--- config.mk ---
export PLATFORM = sky130hd
export DESIGN_NAME = tcw_seq
export DESIGN_NICKNAME = d
export VERILOG_FILES = /design/src/hw/rtl/tcw_pkg.sv /design/src/hw/rtl/tcw_seq.sv
export SDC_FILE = /design/constraint.sdc
export NUM_CORES = 1
export LEC_CHECK = 0
export BUFFER_PORTS_ARGS = -buffer_cell sky130_fd_sc_hd__buf_4
export CORE_UTILIZATION = 36
export DETAILED_ROUTE_END_ITERATION = 6
export SYNTH_ARGS = -nofsm -noshare
export SYNTH_HDL_FRONTEND = slang
export SYNTH_SLANG_ARGS = --single-unit
export TNS_END_PERCENT = 30
--- constraint.sdc ---
create_clock -name clk -period 7 [get_ports clk]
set_input_delay 1.4 -clock clk [delete_from_list [all_inputs] [get_ports clk]]
set_output_delay 1.4 -clock clk [all_outputs]
set_load 0.01 [all_outputs]
--- src/hw/rtl/tcw_pkg.sv ---
`timescale 1ns / 1ps
`default_nettype none
// ----------------------------------------------------------------------------
// tcw_pkg
// Shared types and codes for the text console writer.
// ----------------------------------------------------------------------------
package tcw_pkg;

  localparam int CELL_ADDR_W = 15;

  localparam logic [1:0] OP_PUT   = 2'd0;
  localparam logic [1:0] OP_CLEAR = 2'd1;
  localparam logic [1:0] OP_READ  = 2'd2;

  localparam logic [7:0] CH_BS    = 8'd8;
  localparam logic [7:0] CH_TAB   = 8'd9;
  localparam logic [7:0] CH_LF    = 8'd10;
  localparam logic [7:0] CH_CR    = 8'd13;
  localparam logic [7:0] CH_SPACE = 8'h20;

  localparam logic [3:0]  MAX_TAB     = 4'd8;
  localparam logic [7:0]  RESET_ATTR  = 8'h0F;
  localparam logic [3:0]  RESET_TAB   = 4'd4;
  localparam logic [15:0] RESET_BLANK = 16'h0F20;

  localparam logic REG_ATTR = 1'b0;
  localparam logic REG_TAB  = 1'b1;

  typedef struct packed {
    logic [7:0] attr;
    logic [3:0] tab;
  } tcw_cfg_t;

  typedef struct packed {
    logic                   en;
    logic                   we;
    logic [CELL_ADDR_W-1:0] addr;
    logic [15:0]            data;
  } tcw_mem_req_t;

  typedef struct packed {
    logic [6:0]  col;
    logic [4:0]  row;
    logic [15:0] cell_value;
  } tcw_result_t;

endpackage
`default_nettype wire

--- src/hw/rtl/tcw_seq.sv ---
`timescale 1ns / 1ps
`default_nettype none
// ----------------------------------------------------------------------------
// tcw_seq
// Cursor, scroll offset and request sequencer; drives the cell store.
// ----------------------------------------------------------------------------
module tcw_seq
  import tcw_pkg::*;
#(
  parameter int SCREEN_WIDTH  = 80,
  parameter int SCREEN_HEIGHT = 25
) (
  input  wire logic         clk,
  input  wire logic         rst,
  input  wire tcw_cfg_t     cfg,
  input  wire logic         in_valid,
  output logic              in_ready,
  input  wire logic [1:0]   opcode,
  input  wire logic [7:0]   char_code,
  input  wire logic [4:0]   read_row,
  input  wire logic [6:0]   read_col,
  output tcw_mem_req_t      mem_req,
  input  wire logic [15:0]  mem_rdata,
  output logic              res_valid,
  input  wire logic         res_ready,
  output tcw_result_t       res
);

  localparam int ROW_W = $clog2(SCREEN_HEIGHT);
  localparam int COL_W = $clog2(SCREEN_WIDTH);

  typedef enum logic [2:0] {
    S_IDLE, S_EXEC, S_GLYPH, S_RDWAIT, S_SWEEP, S_RESULT
  } state_t;

  typedef enum logic [1:0] {
    SW_RESET, SW_CLEAR, SW_SCROLL
  } sweep_t;

  state_t           state;
  sweep_t           sweep_kind;
  logic [1:0]       op_q;
  logic [7:0]       ch_q;
  logic [4:0]       rr_q;
  logic [6:0]       rc_q;
  logic [ROW_W-1:0] row;
  logic [COL_W-1:0] col;
  logic [ROW_W-1:0] top;
  logic [3:0]       tab_left;
  logic [15:0]      cell_q;
  logic             rd_ok;
  logic [ROW_W-1:0] sweep_row;
  logic [COL_W-1:0] sweep_col;
  logic [15:0]      sweep_data;

  logic [COL_W:0]   col_inc;
  logic [COL_W-1:0] col_dec;
  logic             wrap;
  logic             last_row;
  logic             printable;
  logic             glyph_go;
  logic [7:0]       glyph_ch;
  logic [15:0]      blank;
  logic             rd_in;
  logic [3:0]       tab_n;
  logic [3:0]       left_after;
  state_t           glyph_done;
  logic [ROW_W-1:0] top_inc;
  logic             accept;

  // logical row to physical row through the scroll offset
  function automatic logic [7:0] phys_row(input logic [7:0] lrow, input logic [7:0] top_r);
    logic [8:0] s;
    s = {1'b0, lrow} + {1'b0, top_r};
    if (s >= 9'(SCREEN_HEIGHT)) s = s - 9'(SCREEN_HEIGHT);
    return s[7:0];
  endfunction

  function automatic logic [CELL_ADDR_W-1:0] cell_addr(input logic [7:0] prow,
                                                        input logic [7:0] pcol);
    return CELL_ADDR_W'(prow) * CELL_ADDR_W'(SCREEN_WIDTH) + CELL_ADDR_W'(pcol);
  endfunction

  always_comb begin
    col_inc    = {1'b0, col} + (COL_W+1)'(1);
    col_dec    = col - COL_W'(1);
    wrap       = (col_inc == (COL_W+1)'(SCREEN_WIDTH));
    last_row   = (row == ROW_W'(SCREEN_HEIGHT - 1));
    printable  = (op_q == OP_PUT) && (ch_q != CH_BS) && (ch_q != CH_TAB) &&
                 (ch_q != CH_LF) && (ch_q != CH_CR);
    glyph_go   = (state == S_GLYPH) || ((state == S_EXEC) && printable);
    glyph_ch   = (state == S_GLYPH) ? CH_SPACE : ch_q;
    blank      = {cfg.attr, CH_SPACE};
    rd_in      = (32'(rr_q) < 32'(SCREEN_HEIGHT)) && (32'(rc_q) < 32'(SCREEN_WIDTH));
    tab_n      = (cfg.tab > MAX_TAB) ? MAX_TAB : cfg.tab;
    left_after = (state == S_GLYPH) ? (tab_left - 4'd1) : 4'd0;
    glyph_done = (left_after != 4'd0) ? S_GLYPH : S_RESULT;
    top_inc    = (top == ROW_W'(SCREEN_HEIGHT - 1)) ? '0 : (top + ROW_W'(1));
    in_ready   = (state == S_IDLE) || ((state == S_RESULT) && res_ready);
    accept     = in_valid && in_ready;
  end

  always_comb begin
    mem_req = '0;
    unique case (state)
      S_EXEC: begin
        if (glyph_go) begin
          mem_req.en   = 1'b1;
          mem_req.we   = 1'b1;
          mem_req.addr = cell_addr(phys_row(8'(row), 8'(top)), 8'(col));
          mem_req.data = {cfg.attr, glyph_ch};
        end else if ((op_q == OP_PUT) && (ch_q == CH_BS) && (col != '0)) begin
          mem_req.en   = 1'b1;
          mem_req.we   = 1'b1;
          mem_req.addr = cell_addr(phys_row(8'(row), 8'(top)), 8'(col_dec));
          mem_req.data = blank;
        end else if ((op_q == OP_READ) && rd_in) begin
          mem_req.en   = 1'b1;
          mem_req.addr = cell_addr(phys_row(8'(rr_q), 8'(top)), 8'(rc_q));
        end
      end
      S_GLYPH: begin
        mem_req.en   = 1'b1;
        mem_req.we   = 1'b1;
        mem_req.addr = cell_addr(phys_row(8'(row), 8'(top)), 8'(col));
        mem_req.data = {cfg.attr, glyph_ch};
      end
      S_SWEEP: begin
        mem_req.en   = 1'b1;
        mem_req.we   = 1'b1;
        mem_req.addr = cell_addr(8'(sweep_row), 8'(sweep_col));
        mem_req.data = sweep_data;
      end
      default: begin
      end
    endcase
  end

  assign res_valid      = (state == S_RESULT);
  assign res.cell_value = cell_q;
  assign res.row        = 5'(row);
  assign res.col        = 7'(col);

  always_ff @(posedge clk) begin
    if (rst) begin
      state      <= S_SWEEP;
      sweep_kind <= SW_RESET;
      sweep_row  <= '0;
      sweep_col  <= '0;
      sweep_data <= RESET_BLANK;
      row        <= '0;
      col        <= '0;
      top        <= '0;
      tab_left   <= '0;
    end else begin
      if (accept) begin
        op_q <= opcode;
        ch_q <= char_code;
        rr_q <= read_row;
        rc_q <= read_col;
      end
      unique case (state)
        S_IDLE: begin
          if (accept) state <= S_EXEC;
        end
        S_EXEC, S_GLYPH: begin
          if (state == S_EXEC) cell_q <= '0;
          if (glyph_go) begin
            tab_left <= left_after;
            if (wrap) begin
              col <= '0;
              if (last_row) begin
                sweep_kind <= SW_SCROLL;
                sweep_row  <= top;
                sweep_col  <= '0;
                sweep_data <= blank;
                top        <= top_inc;
                state      <= S_SWEEP;
              end else begin
                row   <= row + ROW_W'(1);
                state <= glyph_done;
              end
            end else begin
              col   <= col_inc[COL_W-1:0];
              state <= glyph_done;
            end
          end else if (op_q == OP_PUT) begin
            state <= S_RESULT;
            case (ch_q)
              CH_LF: begin
                col <= '0;
                if (last_row) begin
                  sweep_kind <= SW_SCROLL;
                  sweep_row  <= top;
                  sweep_col  <= '0;
                  sweep_data <= blank;
                  top        <= top_inc;
                  state      <= S_SWEEP;
                end else begin
                  row <= row + ROW_W'(1);
                end
              end
              CH_CR: col <= '0;
              CH_TAB: begin
                if (tab_n != 4'd0) begin
                  tab_left <= tab_n;
                  state    <= S_GLYPH;
                end
              end
              CH_BS: begin
                if (col != '0) col <= col_dec;
              end
              default: begin
              end
            endcase
          end else if (op_q == OP_CLEAR) begin
            sweep_kind <= SW_CLEAR;
            sweep_row  <= '0;
            sweep_col  <= '0;
            sweep_data <= blank;
            top        <= '0;
            row        <= '0;
            col        <= '0;
            state      <= S_SWEEP;
          end else if (op_q == OP_READ) begin
            rd_ok <= rd_in;
            state <= S_RDWAIT;
          end else begin
            state <= S_RESULT;
          end
        end
        S_RDWAIT: begin
          cell_q <= rd_ok ? mem_rdata : 16'd0;
          state  <= S_RESULT;
        end
        S_SWEEP: begin
          sweep_col <= sweep_col + COL_W'(1);
          if (sweep_col == COL_W'(SCREEN_WIDTH - 1)) begin
            sweep_col <= '0;
            if ((sweep_kind == SW_SCROLL) || (sweep_row == ROW_W'(SCREEN_HEIGHT - 1))) begin
              unique case (sweep_kind)
                SW_RESET:  state <= S_IDLE;
                SW_CLEAR:  state <= S_RESULT;
                SW_SCROLL: state <= (tab_left != 4'd0) ? S_GLYPH : S_RESULT;
                default:   state <= S_IDLE;
              endcase
            end else begin
              sweep_row <= sweep_row + ROW_W'(1);
            end
          end
        end
        S_RESULT: begin
          if (res_ready) state <= accept ? S_EXEC : S_IDLE;
        end
        default: state <= S_IDLE;
      endcase
    end
  end

endmodule
`default_nettype wire

==> results of run 1 <==
## Yosys cell counts (8+ instances only)
cell	instances
a211oi_1	19
inv_1	36
nor3_1	15
a21o_1	11
edfxtp_1	39
and2_1	29
a21oi_1	53
o21ai_0	44
o22ai_1	8
a22oi_1	10
fa_1	9
nor2_1	85
nor3b_1	11
nand3_1	30
nand2b_1	10
dfxtp_1	54
a22o_1	15
nand3b_1	8
and3_1	8
clkbuf_1	25
nand2_1	69
ha_1	72
xnor2_1	31
nor2b_1	11
xor2_1	32
a221oi_1	10
## power breakdown
group          internal [W]  switching [W]  leakage, nW
registers          0.000565     0.00000528        0.793
logic             0.0000374      0.0000297         2.70
clock network      0.000290       0.000234        0.160
total              0.000892       0.000269         3.65
## cells by family (layout without fill, tap and decap cells)
kind of cell | count (synthesis) | after routing | synth area share
adder cells (fa/ha/maj) | 81 | 81 | 0.146
buffers and inverters | 71 | 178 | 0.0395
multiplexers | 5 | 5 | 0.00777
AO/OA/AOI/OAI | 227 | 227 | 0.209
AND/OR/NAND/NOR | 317 | 317 | 0.219
flip-flops | 93 | 93 | 0.304
XOR/XNOR | 63 | 63 | 0.0745
## metal layers
| metal | global-route usage | vias up |
|---|---|---|
| met5 | 0 | - |
| met4 | 0.0658 | 0 |
| met3 | 0.0367 | 22 |
| met2 | 0.309 | 214 |
| met1 | 0.266 | 3186 |
| li1 | - | 3326 |
## tightest hold or removal path, delay by kind of cell, from the launching register on
kind / cells / cell delay (ns)
AND/OR/NAND/NOR: 1 / 0.05
AO/OA/AOI/OAI: 1 / 0.05
flip-flops: 1 / 0.31
## state kept, by name, indices dropped and copies added, names as in the netlist, 5 cells and up
name and flops:
cell_q 16, ch_q 8, col 7, rc_q 7
row 5, rr_q 5, sweep_col 7, sweep_data 16
sweep_row 5, top 5
## timing repair
item                                    CTS  global route
setup buffers                             0             5
endpoints found under the setup margin    2             3
pin swaps                                 0             7
hold endpoints to repair                  0             0
gates resized for setup                   6            10
## metrics by stage
step | instance area (um^2) | TNS, ns | hold WS (ns) | util | cells
final | 8930 | 0 | 0.454 | 0.441 | 1234
after global routing | 8930 | -0.00792 | 0.481 | 0.441 | 1234
after CTS | 8850 | 0 | 0.458 | 0.437 | 1229
after detailed placement | 8500 | 0 | 0.430 | 0.420 | 1213
after global placement | 8500 | 0 | 0.424 | 0.420 | 1213
after floorplan | 7410 | 0 | 0.411 | - | 857
## final cells by class
| type | instances | share of cell area |
|---|---|---|
| clock buffers | 11 | 0.0308 |
| clock inverters | 5 | 0.00462 |
| inverters | 36 | 0.0151 |
| multi-input cells | 693 | 0.553 |
| flip-flops and latches | 93 | 0.252 |
| well taps | 270 | 0.0378 |
| repair buffers | 126 | 0.106 |
## worst paths after layout
path                  startpoint             end  slack [ns]  cells after the start
setup / recovery          top[0]     mem_req[30]        0.20                     20
hold / removal    sweep_data[15]  sweep_data[15]        0.45                      2
setup reg to reg         ch_q[5]          top[3]        3.58                      8
hold reg to reg   sweep_data[15]  sweep_data[15]        0.45                      2
==> metrics.csv, run 1 <==
metric,value,unit
largest net degree at the start of global routing,42,
initial antenna violation count,0,
detail-routed via count per cell,5.47,
Worst EP required,5.60,ns
final hold vios,0,
number of global-route vias before repair,6209,
CTS Buf Count,9,
First-pass DRT Iterations,5,
# rows,52,
register area share after synthesis,0.304,
crit start category,flip-flop,
number of flops mapped to enable cells by yosys,39,
"most common cell after layout, fill and taps aside",buf_4,
Post-Syn Instances,857,
post-synth top area share,0.158,
DRT iter0 DRCs,447,
FMAX,147,MHz
yosys warns,0,
clk_skew,0.0136,ns
M1 WL,9.83,mm
met2 wire len,9.37,mm
Synth area leaders,"edfxtp_1 (16%), dfxtp_1 (15%), ha_1 (12%), nor2_1 (4.3%), xor2_1 (3.8%)",
Root Driver,clkbuf_16,
final setup vio count,0,
Pins Over Slew Limit,0,
register area,0.00225,mm^2
Core Region,0.0202,mm^2
most frequent cells in the layout,"buf_4 (126), nor2_1 (85), ha_1 (72), nand2_1 (69), dfxtp_1 (53)",
Synth async-reset ratio,0,
worst-margin pin slew,1.12,ns
delay of the slowest critical-path stage,0.41,ns
area grow syn2layout,20.5,%
CP max FO,8,
number of synthesized register bits,93,
routability cong.,0.920,
fill count,2039,
Sinks on Clock Net,93,
Starting Density,0.366,
max layer used,met4,
die outline height,145,um
Synth Area per Inst,8.64,um^2
first-pass GRT wire length,32.8,mm
CP Class,flip-flop to primary output,
pwr dens,130,mW/mm^2
max_cap viols,0,
H-Tree Level Count,3,
antenna diode count,0,
dpl ws,0.217,ns
share of layout cells above drive strength 1,0.190,
GRT Overall Usage,0.195,
crit path cell chain,"ha_1, fa_2, a211oi_2, nor3b_1, nor4_2, o21ai_0, nand2_1, nand3_1, xnor2_1, ha_1, ha_1, a211oi_2, o21ai_0, a211oi_2, and3_4, nand2_1, or4_1, a31oi_1, a311oi_1, buf_4",
"CP delay by family, top",simple AND/OR/NAND/NOR gates,
DRC Markers,0,
cell taking the most area after synthesis,edfxtp_1,
fin crit period,6.80,ns
final worst path period share,0.972,
worst min path class,flip-flop to flip-flop,
drt wl/cell,16.8,um
Vias,6748,
I/O pin cnt,117,
CTS tree,built,
Mapped Area,0.00741,mm^2
Total Power,0.00116,W
CP Buf/Inv Count,1,
Routed Antenna Nets,0,
Max-slew headroom,0.249,
CP Data Arrival Time,5.40,ns
CP endpoint kind,primary output,
GRT Residual Overflow,0,
Die X,145,um
routed wl met3,1.17,mm
Crit-path slowest cell,or4_1,
worst skew pair latency,0.36,ns
HPWL Detailed,15.7,mm
Setup WS post-layout,0.199,ns
Port-buffer cells,116,
Final Net Count,1094,
Die Area,0.0212,mm^2
peak supply drop,0.127,mV
Multi-input gate area,0.00494,mm^2
clk slew on worst S/H paths,0.08,ns
Syn Nets,992,
status,"complete, no violations",
Max Root-Sink Buffers,2,
"Top FF cell, synth",dfxtp_1,
hold_buf cts,0,
Leak Pwr,3.65,nW
Unique masters post-synth,75,
"wirelength, routed",20.8,mm
Power figures use the tool's default switching activity.
==> run 2: changes to the inputs <==
Settings changed: CORE_MARGIN from default to 4, CORE_UTILIZATION 36 to 55, CTS_BUF_LIST from default to sky130_fd_sc_hd__clkbuf_8, PLACE_DENSITY from default to 0.78.
==> run 2 against run 1 <==
Utilization increased by 22 points. Cell area fell by 1.6%. Critical path type unchanged. Clock-buffer cell count shrank 2. Routed wire length is 3.2% lower. Largest cell class unchanged. Via count is 0.92% higher. Critical endpoint unchanged.
==> metrics.csv, run 2 (synthesized netlist as in run 1, its figures left out) <==
metric,value,unit
status,"complete, no violations",
CP max FO,8,
Final Net Count,1098,
routed wl met3,1.68,mm
number of global-route vias before repair,6354,
pwr dens,117,mW/mm^2
worst min path class,flip-flop to flip-flop,
delay of the slowest critical-path stage,0.42,ns
Die Area,0.0154,mm^2
routability cong.,0.911,
largest net degree at the start of global routing,42,
share of layout cells above drive strength 1,0.199,
die outline height,124,um
detail-routed via count per cell,5.95,
Sinks on Clock Net,93,
most frequent cells in the layout,"buf_4 (130), nor2_1 (85), ha_1 (72), nand2_1 (68), dfxtp_1 (53)",
top flop regs,"cell_q: 16 flops, sweep_data: 16 flops, ch_q: 8 flops",
H-Tree Level Count,3,
DRT iter0 DRCs,582,
First-pass DRT Iterations,6,
CTS Buf Count,9,
final instance area,0.00879,mm^2
dpl cell area,0.00838,mm^2
crit path cell chain,"ha_1, fa_2, a211oi_2, nor3b_1, nor4_2, o21ai_1, nand2_2, nand3_1, xnor2_2, ha_1, ha_1, a211oi_2, o21ai_1, a211oi_2, and3_4, nand2_1, or4_1, a31oi_1, a311oi_2, buf_4",
DRC Markers,0,
Pins Over Slew Limit,0,
# rows,42,
max_cap viols,0,
Crit. path cell count,20,
final worst path period share,0.994,
max layer used,met4,
area grow syn2layout,18.6,%
first-pass GRT wire length,31.3,mm
peak supply drop,0.155,mV
met2 wire len,9.20,mm
"wirelength, routed",20.1,mm
GRT Residual Overflow,0,
M1 WL,8.78,mm
CP endpoint kind,primary output,
CTS tree,built,
Starting Density,0.559,
Core Region,0.0132,mm^2
FMAX,144,MHz
worst skew pair latency,0.38,ns
hold path depth,1,
R2R depth,8,
I/O pin cnt,117,
CP Buf/Inv Count,1,
Total Power,0.00103,W
drt wl/cell,17.6,um
initial antenna violation count,0,
worst-margin pin slew,1.11,ns
"most common cell after layout, fill and taps aside",buf_4,
HPWL Detailed,15.0,mm
Port-buffer cells,116,
clk_skew,0.0124,ns
CP Data Arrival Time,5.56,ns
antenna diode count,0,
Worst EP required,5.60,ns
fin crit period,6.96,ns
Max Root-Sink Buffers,2,
final setup vio count,0,
GRT Overall Usage,0.258,
clk slew on worst S/H paths,0.10,ns
Die X,124,um
Vias,6810,
crit start category,flip-flop,
CP Class,flip-flop to primary output,
Max-slew headroom,0.258,
Leak Pwr,3.63,nW
Routed Antenna Nets,0,
Crit-path slowest cell,nor4_2,
Root Driver,clkbuf_8,
final hold vios,0,
"CP delay by family, top",compound AO/OA/AOI/OAI gates,
run 2: path summary, 6_finish.rpt:
path	slack (ns)	from	endpoint
worst max-delay path	0.04	top[0]	mem_req[30]
worst min-delay path	0.46	sweep_data[5]	sweep_data[5]
worst max register to register	3.72	ch_q[5]	top[4]
worst min register to register	0.46	sweep_data[5]	sweep_data[5]
run 2: cell type report:
class | count | area, um^2
sequential | 93 | 2250
tap | 176 | 220
clock buffer | 9 | 124
timing repair buffer | 130 | 976
fill | 1135 | 4450
multi-input combinational | 693 | 4990
inverter | 36 | 135
clock inverter | 7 | 87.6
run 2: power by group:
group	internal [W]	total, W	switching (W)
clock network	0.000175	0.000392	0.000217
logic	0.0000374	0.0000669	0.0000295
registers	0.000565	0.000570	0.00000516
run 2: through the flow:
step	setup TNS (ns)	setup WS (ns)	instances	util	hold slack [ns]
after floorplan	0	0.870	857	-	0.411
after global placement	0	0.459	1119	0.633	0.424
after detailed placement	0	0.210	1119	0.633	0.431
after CTS	0	0.0113	1135	0.652	0.458
after global routing	-0.216	-0.175	1144	0.664	0.482
final	0	0.0393	1144	0.664	0.459
run 2: repair_timing:
| action | 4_1_cts | 5_1_grt |
|---|---|---|
| setup buffers | 0 | 9 |
| pin swaps | 0 | 10 |
| hold buffers | 0 | 0 |
| gates resized for setup | 6 | 21 |
| endpoints found under the setup margin | 2 | 6 |
| gates cloned | 0 | 0 |
run 2: worst reg2reg max path: stages (launching register included):
cell	delay, ns
edfxtp_1	0.42
or4b_4	0.58
o31ai_4	0.35
nand2_2	0.30
mux2_4	0.40
nor2_4	0.42
a21oi_1	0.37
nor2_1	0.26
nor2_1	0.07
run 2: layer usage:
layer / up-vias / global-route usage
li1: 3333 / -
met1: 3151 / 0.353
met2: 285 / 0.408
met3: 41 / 0.0540
met4: 0 / 0.0842
met5: - / 0
